$ cat src/hw/rtl/nvs_div.sv
module nvs_div (
  input  logic        clk_i,
  input  logic        rst_ni,
  input  logic        start_i,
  input  logic [17:0] num_i,
  input  logic [8:0]  den_i,
  output logic        done_o,
  output logic [8:0]  quo_o
);
  logic       busy_q, busy_d;
  logic [3:0] cnt_q, cnt_d;
  logic [8:0] rem_q, rem_d, sh_q, sh_d, den_q, den_d;
  logic [9:0] trial;
  logic       ge;

  assign trial = {rem_q, sh_q[8]};
  assign ge    = trial >= {1'b0, den_q};

  always_comb begin
    busy_d = busy_q;
    cnt_d  = cnt_q;
    rem_d  = rem_q;
    sh_d   = sh_q;
    den_d  = den_q;
    if (start_i) begin
      busy_d = 1'b1;
      cnt_d  = 4'd9;
      rem_d  = num_i[17:9];
      sh_d   = num_i[8:0];
      den_d  = den_i;
    end else if (busy_q && cnt_q != 4'd0) begin
      rem_d = ge ? 9'(trial - {1'b0, den_q}) : trial[8:0];
      sh_d  = {sh_q[7:0], ge};
      cnt_d = cnt_q - 4'd1;
    end else if (busy_q) begin
      busy_d = 1'b0;
    end
  end

  always_ff @(posedge clk_i or negedge rst_ni) begin
    if (!rst_ni) begin
      busy_q <= 1'b0;
      cnt_q  <= '0;
    end else begin
      busy_q <= busy_d;
      cnt_q  <= cnt_d;
    end
  end

  always_ff @(posedge clk_i) begin
    rem_q <= rem_d;
    sh_q  <= sh_d;
    den_q <= den_d;
  end

  assign done_o = busy_q && cnt_q == 4'd0;
  assign quo_o  = sh_q;
endmodule

$ cat config.mk
export PLATFORM = sky130hd
export DESIGN_NAME = nvs_div
export DESIGN_NICKNAME = d
export VERILOG_FILES = /design/src/hw/rtl/nvs_div.sv
export SDC_FILE = /design/constraint.sdc
export NUM_CORES = 1
export LEC_CHECK = 0
export BUFFER_PORTS_ARGS = -buffer_cell sky130_fd_sc_hd__buf_4
export CAP_MARGIN = 20
export CORE_UTILIZATION = 39
export CTS_BUF_LIST = sky130_fd_sc_hd__clkbuf_8 sky130_fd_sc_hd__clkbuf_16
export DETAILED_ROUTE_END_ITERATION = 7
export GPL_ROUTABILITY_DRIVEN = 0
export SYNTH_ARGS = -nofsm -noshare
export SYNTH_HDL_FRONTEND = slang
export SYNTH_SLANG_ARGS = --single-unit
$ cat constraint.sdc
create_clock -name clk_i -period 2.92 [get_ports clk_i]
set_input_delay 0.146 -clock clk_i [delete_from_list [all_inputs] [get_ports clk_i]]
set_output_delay 0.146 -clock clk_i [all_outputs]
set_load 0.02 [all_outputs]
==> metrics.cfg <==
[worst_setup_path]
cp_slowest_cell = fa_1
r2r-end = rem_q[3]$_DFFE_PP_
worstSetupPathType = register to register
max_stage_delay_ns = 0.41
reg2regPathDepth = 9
r2r-start = quo_o[8]$_DFFE_PP_
endpoint_kind = register
worstPathArrival_ns = 2.71
crit_fanout = 8
cpMostUsedCell = inv_1
crit_buf_inv = 2
rrSetupSlack_ns = 0.25
required_ns = 2.96
path_depth = 9
start_kind = register
cp_cell_sequence = inv_1 > ha_1 > inv_1 > fa_1 > a211oi_1 > o21ai_2 > a21oi_4 > nor2_1 > a311o_1
critPathTopFamily = compound AO/OA/AOI/OAI gates

[layout]
fillers = 399
areaGrowthSynthToFinish_pct = 25.32
design_area_um2 = 2322
drive_above_1_share_pct = 30.88
register_area_um2 = 935.9
fin_nets = 245
multi_input_area_um2 = 849.6
antennaDiodeCount = 0

[clocking]
clkTransAtPathRegs_ns = 0.07
cts_tree = yes
ctsLongestPathBuffers = 2
cts_resized = 0
clock_sink_count = 32
cts_made_buffers = 5
cts_root_buf = clkbuf_8
hold_buffers = 1
clock_latency_ns = 0.28
post_cts_buffers = 0
htreeDepth = 2

[placed_design]
dp_hpwl_um = 2939
port-buffer-count = 39
place_area_um2 = 2196

[synth]
synth_area_um2 = 1853
syn_nets = 202
async_flop_share_pct = 15.63
synth-main-ff-cell = edfxtp_1
synth_cell_types = 46
yosys_warnings = 0
ys_seq_area_share_pct = 50.51
synth_cells = 160
syn_area_per_cell_um2 = 11.58
synth-seq-cells = 32
synth_enable_flop_cells = 27

[routing]
antenna_left = 0
firstDrtPassIters = 6
totalWireLength_um = 4015
drc = 0
vias_per_cell = 5.414
drtIter0Drc = 105
routedWlPerCell_um = 15.68
vias = 1386

[sta]
finalMaxSlewViolations = 0
fin_worst_skew_ns = 0.003812
tns_ns = 0
finalCriticalPeriod_ns = 2.668
relSlewSlack_pct = 63.56
hold_violations = 0
grt_setup_unrepaired = no
setup_violations = 0
fin_crit_sh_pct = 91.36
max_freq_mhz = 374.8
tightest_slew_ns = 0.5437

[power_and_ir_drop]
leakage_nw = 1.000
p_sw_share_pct = 37.74
power_mw = 2.236
power_density_nw_per_um2 = 962.7
combPwrFrac_pct = 46.3
peakVddDrop_uv = 350.6
p_sw_mw = 0.8437
p_clk_share_pct = 19.8
seq_power_share_pct = 33.9
intPower_mw = 1.392

[floorplanning]
die_area_um2 = 5031
initial_core_util_pct = 41.41
ios = 40
fp.dieH_um = 70.93
rows = 24
coreArea_um2 = 4474
die_w_um = 70.93

[grt]
grt.overflow.total = 0
grt_usage_pct = 17.21
first_global_vias = 1401
grt_max_degree = 36
antenna_found_initial = 0
grt_first_pass_wirelength_um = 6617

[run]
drv_cap = 0

[min_path]
hold_depth = 1
whs_endpoint = den_q[6]$_DFFE_PP_
hp-class = primary input to register
hp-start = den_i[6]

[run_status]
status = complete, no violations

[how the worst max path moves through the flow]
stage	from	to	slack (ns)
finish	quo_o[8]$_DFFE_PP_	rem_q[3]$_DFFE_PP_	0.25
global route	quo_o[8]$_DFFE_PP_	rem_q[3]$_DFFE_PP_	0.13
CTS	quo_o[8]$_DFFE_PP_	rem_q[3]$_DFFE_PP_	0.27
detailed placement	quo_o[8]$_DFFE_PP_	rem_q[3]$_DFFE_PP_	0.31
global placement	quo_o[8]$_DFFE_PP_	rem_q[3]$_DFFE_PP_	0.41
floorplan	quo_o[8]$_DFFE_PP_	rem_q[5]$_DFFE_PP_	0.44
[state kept, by name, indices dropped and copies added, names as in the netlist]
register	flops
rem_q	9
cnt_q	4
den_q	9
busy_q	1
quo_o	9
[power groups by stage]
stage / logic [mW] / registers [mW] / clock network, mW
after detailed placement: 1.02 / 0.767 / 0
after CTS: 1.03 / 0.757 / 0.454
after global placement: 1.00 / 0.759 / 0
after global routing: 1.15 / 0.778 / 0.473
final: 1.03 / 0.758 / 0.443
after floorplan: 0.733 / 0.787 / 0
[worst reg2reg max path: stages, from the launching register on]
cell and delay (ns):
edfxtp_1 0.39, inv_1 0.10, ha_1 0.17, inv_1 0.05, fa_1 0.41, a211oi_1 0.39
o21ai_2 0.17, a21oi_4 0.27, nor2_1 0.13, a311o_1 0.34
[cell usage after synthesis, drive strengths merged, types with 3 or more instances]
library cell | count | area, µm²
o21ai | 8 | 43.79
mux2 | 8 | 90.09
nand2 | 10 | 37.54
inv | 14 | 52.55
xnor2 | 3 | 26.28
o21bai | 3 | 26.27
nand3 | 3 | 15.01
nor3 | 7 | 40.04
clkbuf | 4 | 15.01
xor2 | 4 | 35.03
a311o | 3 | 30.03
a21o | 3 | 23.77
nor2 | 7 | 26.28
and2 | 4 | 25.02
nand4 | 3 | 18.77
ha | 11 | 137.6
dfrtp | 5 | 125.1
a21oi | 7 | 46.30
edfxtp | 27 | 810.8
[area by class of cell]
cell class                      instances  share of cell area (%)
Clock buffer                            6                   3.556
Multi-Input combinational cell        110                   36.58
Tap cell                               52                   2.802
Timing Repair Buffer                   40                   13.04
Sequential cell                        32                   40.30
Clock inverter                          2                   1.455
Inverter                               14                   2.263
[per-layer routing]
metal  wire length (µm)  GRT usage (%)
met5                  0              0
met4                 13          3.333
met3                169          5.983
met2               2039          28.31
met1               1793          22.18
[per-stage QoR]
| step | hold slack (ns) | instances | utilization, % | worst slack [ns] |
|---|---|---|---|---|
| final | 0.03501 | 256 | 51.90 | 0.2522 |
| after global placement | -0.05141 | 247 | 49.08 | 0.4107 |
| after global routing | 0.01458 | 256 | 51.90 | 0.1293 |
| after detailed placement | -0.04976 | 247 | 49.08 | 0.3110 |
| after CTS | 0.02393 | 256 | 51.90 | 0.2724 |
| after floorplan | -0.1496 | 160 | - | 0.4366 |
[placed cells by master (no fill, tap or decap), drive strengths merged, types with 2 or more instances in the layout]
master and count:
buf 39, nor2 7, xor2 4, nand3 3
mux2 8, a21oi 7, inv 14, nand2 10
a311o 3, a211oi 2, ha 11, and2 4
xnor2 3, a21o 3, nor3 7, and3 2
clkbuf 6, nand4 3, o211ai 2, a31oi 2
a2111oi 2, o21bai 3, o21ai 8, or2 2
edfxtp 27, dfrtp 5
[logic make-up after synthesis]
family,synth area share [%]
XOR/XNOR,3.309
flip-flops,50.51
multiplexers,4.862
buffers and inverters,3.646
AO/OA/AOI/OAI,17.69
AND/OR/NAND/NOR,11.48
adder cells (fa/ha/maj),8.508
Note: power is estimated with default switching activity, not from simulation.
