## config.mk

```make
export PLATFORM = sky130hd
export DESIGN_NAME = nvs_conv
export DESIGN_NICKNAME = d
export VERILOG_FILES = /design/src/hw/rtl/nvs_pkg.sv /design/src/hw/rtl/nvs_conv.sv
export SDC_FILE = /design/constraint.sdc
export NUM_CORES = 1
export LEC_CHECK = 0
export ABC_CLOCK_PERIOD_IN_PS = 14670
export BUFFER_PORTS_ARGS = -buffer_cell sky130_fd_sc_hd__buf_2
export CAP_MARGIN = 20
export CORE_AREA = 5 5 152 154
export CTS_BUF_LIST = sky130_fd_sc_hd__clkbuf_2
export DETAILED_ROUTE_END_ITERATION = 8
export DIE_AREA = 0 0 157 159
export SETUP_SLACK_MARGIN = 0.05
export SYNTH_ARGS = -nofsm -noshare
export SYNTH_HDL_FRONTEND = slang
export SYNTH_SLANG_ARGS = --single-unit
```

## constraint.sdc

```tcl
create_clock -name clk_i -period 14.67 [get_ports clk_i]
set_input_delay 2.934 -clock clk_i [delete_from_list [all_inputs] [get_ports clk_i]]
set_output_delay 2.934 -clock clk_i [all_outputs]
set_load 0.01 [all_outputs]
```

## src/hw/rtl/nvs_pkg.sv

```systemverilog
package nvs_pkg;

  typedef enum logic [3:0] {
    SQ_IDLE, SQ_DIV_Y, SQ_DIV_X, SQ_MUL, SQ_ADD,
    SQ_RD_Y, SQ_RD_U, SQ_RD_V, SQ_CONV, SQ_FIN
  } nvs_seq_e;

  localparam logic OP_LOAD = 1'b0;
  localparam logic OP_CONV = 1'b1;

  localparam logic [1:0] STAT_OK    = 2'd0;
  localparam logic [1:0] STAT_SMALL = 2'd1;
  localparam logic [1:0] STAT_RANGE = 2'd2;

  localparam logic [1:0] REG_SRC_W = 2'd0;
  localparam logic [1:0] REG_SRC_H = 2'd1;
  localparam logic [1:0] REG_DST_W = 2'd2;
  localparam logic [1:0] REG_DST_H = 2'd3;

  localparam int RdAddrW = 19;

  typedef logic signed [9:0] ctab_t [256];
  typedef logic [5:0] qtab_t [256];

  typedef struct packed {
    logic               en;
    logic [RdAddrW-1:0] addr;
  } nvs_rd_t;

  typedef struct packed {
    logic [15:0] pix;
    logic [7:0]  red;
    logic [7:0]  green;
    logic [7:0]  blue;
  } nvs_pix_t;

  function automatic ctab_t build_rv();
    ctab_t t;
    int d, m, q;
    for (int i = 0; i < 256; i++) begin
      d = i - 128;
      m = (d < 0) ? -d : d;
      q = m * 1402 / 1000;
      t[i] = 10'((d < 0) ? -q : q);
    end
    return t;
  endfunction

  function automatic ctab_t build_gv();
    ctab_t t;
    int d, m, q;
    for (int i = 0; i < 256; i++) begin
      d = i - 128;
      m = (d < 0) ? -d : d;
      q = m * 71414 / 100000;
      t[i] = 10'((d < 0) ? -q : q);
    end
    return t;
  endfunction

  function automatic ctab_t build_gu();
    ctab_t t;
    int d, m, q;
    for (int i = 0; i < 256; i++) begin
      d = i - 128;
      m = (d < 0) ? -d : d;
      q = m * 34413 / 100000;
      t[i] = 10'((d < 0) ? -q : q);
    end
    return t;
  endfunction

  function automatic ctab_t build_bu();
    ctab_t t;
    int d, m, q;
    for (int i = 0; i < 256; i++) begin
      d = i - 128;
      m = (d < 0) ? -d : d;
      q = m * 1772 / 1000;
      t[i] = 10'((d < 0) ? -q : q);
    end
    return t;
  endfunction

  function automatic qtab_t build_q5();
    qtab_t t;
    for (int i = 0; i < 256; i++) t[i] = 6'(i * 31 / 255);
    return t;
  endfunction

  function automatic qtab_t build_q6();
    qtab_t t;
    for (int i = 0; i < 256; i++) t[i] = 6'(i * 63 / 255);
    return t;
  endfunction

  localparam ctab_t RV_TAB = build_rv();
  localparam ctab_t GV_TAB = build_gv();
  localparam ctab_t GU_TAB = build_gu();
  localparam ctab_t BU_TAB = build_bu();
  localparam qtab_t Q5_TAB = build_q5();
  localparam qtab_t Q6_TAB = build_q6();

  function automatic logic [7:0] clamp8(logic signed [10:0] v);
    logic [7:0] res;
    if (v < 0) res = 8'd0;
    else if (v > 11'sd255) res = 8'd255;
    else res = v[7:0];
    return res;
  endfunction

endpackage

```

## src/hw/rtl/nvs_conv.sv

```systemverilog
module nvs_conv (
  input  logic              clk_i,
  input  logic              en_i,
  input  logic [7:0]        y_i,
  input  logic [7:0]        u_i,
  input  logic [7:0]        v_i,
  output nvs_pkg::nvs_pix_t pix_o
);
  import nvs_pkg::*;
  logic signed [10:0] ys, rs, gs, bs;
  logic [7:0] r, g, b;
  nvs_pix_t pix_q;

  always_comb begin
    ys = signed'({3'b000, y_i});
    rs = ys + 11'(RV_TAB[v_i]);
    gs = ys - 11'(GU_TAB[u_i]) - 11'(GV_TAB[v_i]);
    bs = ys + 11'(BU_TAB[u_i]);
    r  = clamp8(rs);
    g  = clamp8(gs);
    b  = clamp8(bs);
  end

  always_ff @(posedge clk_i) begin
    if (en_i) begin
      pix_q.pix   <= {Q5_TAB[r][4:0], Q6_TAB[g], Q5_TAB[b][4:0]};
      pix_q.red   <= r;
      pix_q.green <= g;
      pix_q.blue  <= b;
    end
  end

  assign pix_o = pix_q;
endmodule

```

==> metrics <==
Die W=~160 µm; largest net degree at the start of global routing=91; RSZ-0062 raised after global routing=no; hold crit path type=input port to flop; Yosys reg bits=40; htree depth=2; sequential area share after synthesis=11.88%; Fin Setup TNS=0 ns; CTS tree=built; final hold violation count=0; drt wl/cell=17.77 µm; Inserted Clock Buffers=5; standard-cell row count=54; grt total ovfl=0; # setup viols final=0; number of buffers inserted by post-CTS setup repair=0; Chip Height=159 µm; Least-Margin Pin Slew=1.015 ns; routability-driven placement congestion ratio=0.9211; # hold bufs at CTS=0; peak supply drop=54.18 µV; Largest register FFs=40; post-route ant nets=0; max-capacitance violation count=0; Final min period=9.389 ns; first-pass GRT wire length=roughly 51000 µm; share of layout cells above drive strength 1=9.245%; outcome=finished, final reports clean; synthesized area=10110 µm²; relative slew slack=31.26%; Pwr Density=102.0 nW/µm²; WHS Path Cells=1; Tot Pwr=1.063 mW; final non-filler cell total=1752; port bufs=65; Syn Nets=1617; Setup crit start kind=input port; clk root buf=clkbuf_2; fin crit share=64.00%; starting DRC count in detailed routing=996; Core ar.=21550 µm²; Tot GR Track Use=approximately a quarter; Warnings, synthesis=0; Initial Util=46.91%; Detailed Place HPWL=22020 µm; Yosys cell types=85; Final Util=48.35%; WP data arrival=9.59 ns; DR vias/cell=approximately 6.4; first-pass iteration count of the detailed router=8; Post-synth EDFFs=40; vias post-DR=11190; vias in the first global route=roughly 10000; drc violations=0; # clock sinks=40; asr flop ratio synth=0%; Leak Pwr=4.053 nW; CTS resizes=0; Total Nets Final=1568; Max Root-Sink Buffers=2; most frequently used flop master after synthesis=edfxtp_1; worst-path maximum fanout=24; Area Overhead vs Synth=3.069%; Worst EP required=14.87 ns; Hold Path Origin=en_i; crit path launch=u_i[1]; crit path kind=input port to flop; final wirelength=approximately 31000 µm; antenna violations before repair=1; DP Cell Count=1743; achievable frequency=106.5 MHz; max-slew violations=0; crit end category=flop; Post-Syn Instances=around 1500; Avg Inst Size Synth=6.655 µm²; Clock transition at path regs=0.21 ns; DIE AREA=between 20000 and 25000 µm²; Ports=66
worst max-delay path, stage by stage:
cell and delay, ns:
buf_2 0.37, inv_1 0.32, ha_1 0.49, nor2b_1 0.39
nand2_1 0.16, o21ai_0 0.13, a21oi_1 0.08, nor2_1 0.12
a21oi_1 0.04, mux4_2 0.45, nand2_1 0.07, o21ai_0 0.20
fa_1 0.55, inv_1 0.07, ha_1 0.15, nor2_1 0.06
fa_1 0.40, nor2b_1 0.16, o2111ai_1 0.15, a32oi_1 0.32
xnor2_1 0.13, or3_1 0.52, o21ai_2 0.32, inv_1 0.10
ha_1 0.22, nor4_1 0.28, nor3_1 0.09, a32o_1 0.28
power by group:
group | internal, mW | leakage [nW] | switching [mW]
clock network | 0.0293 | 0.0430 | 0.0385
logic | 0.297 | 3.62 | 0.515
registers | 0.175 | 0.390 | 0.00688
cells in the mapped netlist, drive strengths merged (17+ instances only):
cell type	count	area, µm²
o211ai	27	202.7
o21ai	188	952.2
mux2i	23	230.2
nand2	171	644.4
buf	35	162.6
nand3	25	125.1
edfxtp	40	1201
nor2	184	690.7
inv	66	247.7
o22ai	17	106.4
clkbuf	100	375.4
o31ai	17	141.4
a211oi	35	280.3
ha	61	763.2
a21oi	173	877.1
a31oi	29	181.4
nor3	37	185.2
layout by cell type, fill, tap and decap left out, types with 15 or more instances in the layout:
| master | netlist | final |
|---|---|---|
| a211oi_1 | 33 | 33 |
| a21boi_0 | 15 | 15 |
| a21oi_1 | 172 | 172 |
| a31oi_1 | 29 | 29 |
| buf_2 | 13 | 65 |
| edfxtp_1 | 40 | 40 |
| ha_1 | 61 | 61 |
| inv_1 | 63 | 63 |
| mux2i_1 | 23 | 23 |
| mux4_2 | 16 | 16 |
| nand2_1 | 170 | 170 |
| nand2b_1 | 16 | 16 |
| nand3_1 | 25 | 25 |
| nor2_1 | 184 | 184 |
| nor2b_1 | 16 | 16 |
| nor3_1 | 37 | 37 |
| o211ai_1 | 27 | 27 |
| o21ai_0 | 183 | 183 |
| o22ai_1 | 17 | 17 |
| o31ai_1 | 16 | 16 |
| xnor2_1 | 15 | 15 |
metrics by stage:
stage | worst slack (ns) | area [µm²] | hold WS (ns)
after detailed placement | 4.893 | 10350 | 3.344
final | 5.281 | 10420 | 3.162
after global routing | 4.720 | 10420 | 3.175
after CTS | 5.378 | 10420 | 3.161
after floorplan | 5.914 | 10110 | 3.047
after global placement | 5.058 | 10350 | 3.345
worst paths after layout:
kind | endpoint | slack (ns)
max | pix_o[30] | 5.28
min | pix_o[37] | 3.16
logic make-up after synthesis:
family | after synthesis | share of synthesized area [%]
buffers and inverters | 201 | 7.772
adders and majority gates | 73 | 9.827
and+or+nand+nor | 495 | 21.27
xor gates and xnor gates | 26 | 2.252
DFF | 40 | 11.88
muxes | 45 | 6.510
AOI/OAI and AO/OA | 639 | 40.48
layer usage:
metal	global-route usage, %	vias to the layer above	part of all wire [%]
li1	-	5535	-
met1	35.36	5159	46
met2	37.69	465	46
met3	1.495	31	6.6
met4	5.483	0	1.2
met5	0	-	0
final cells by class:
type | count | area [µm²]
diodes | 1 | 2.502
clock buffers | 6 | 30.03
clock inverters | 2 | 35.03
fillers | 2309 | 11130
inverters | 66 | 247.7
multi-input cells | 1278 | 8123
flip-flops and latches | 40 | 1201
well taps | 280 | 350.3
repair buffers | 79 | 430.4
Power figures use the tool's default switching activity.
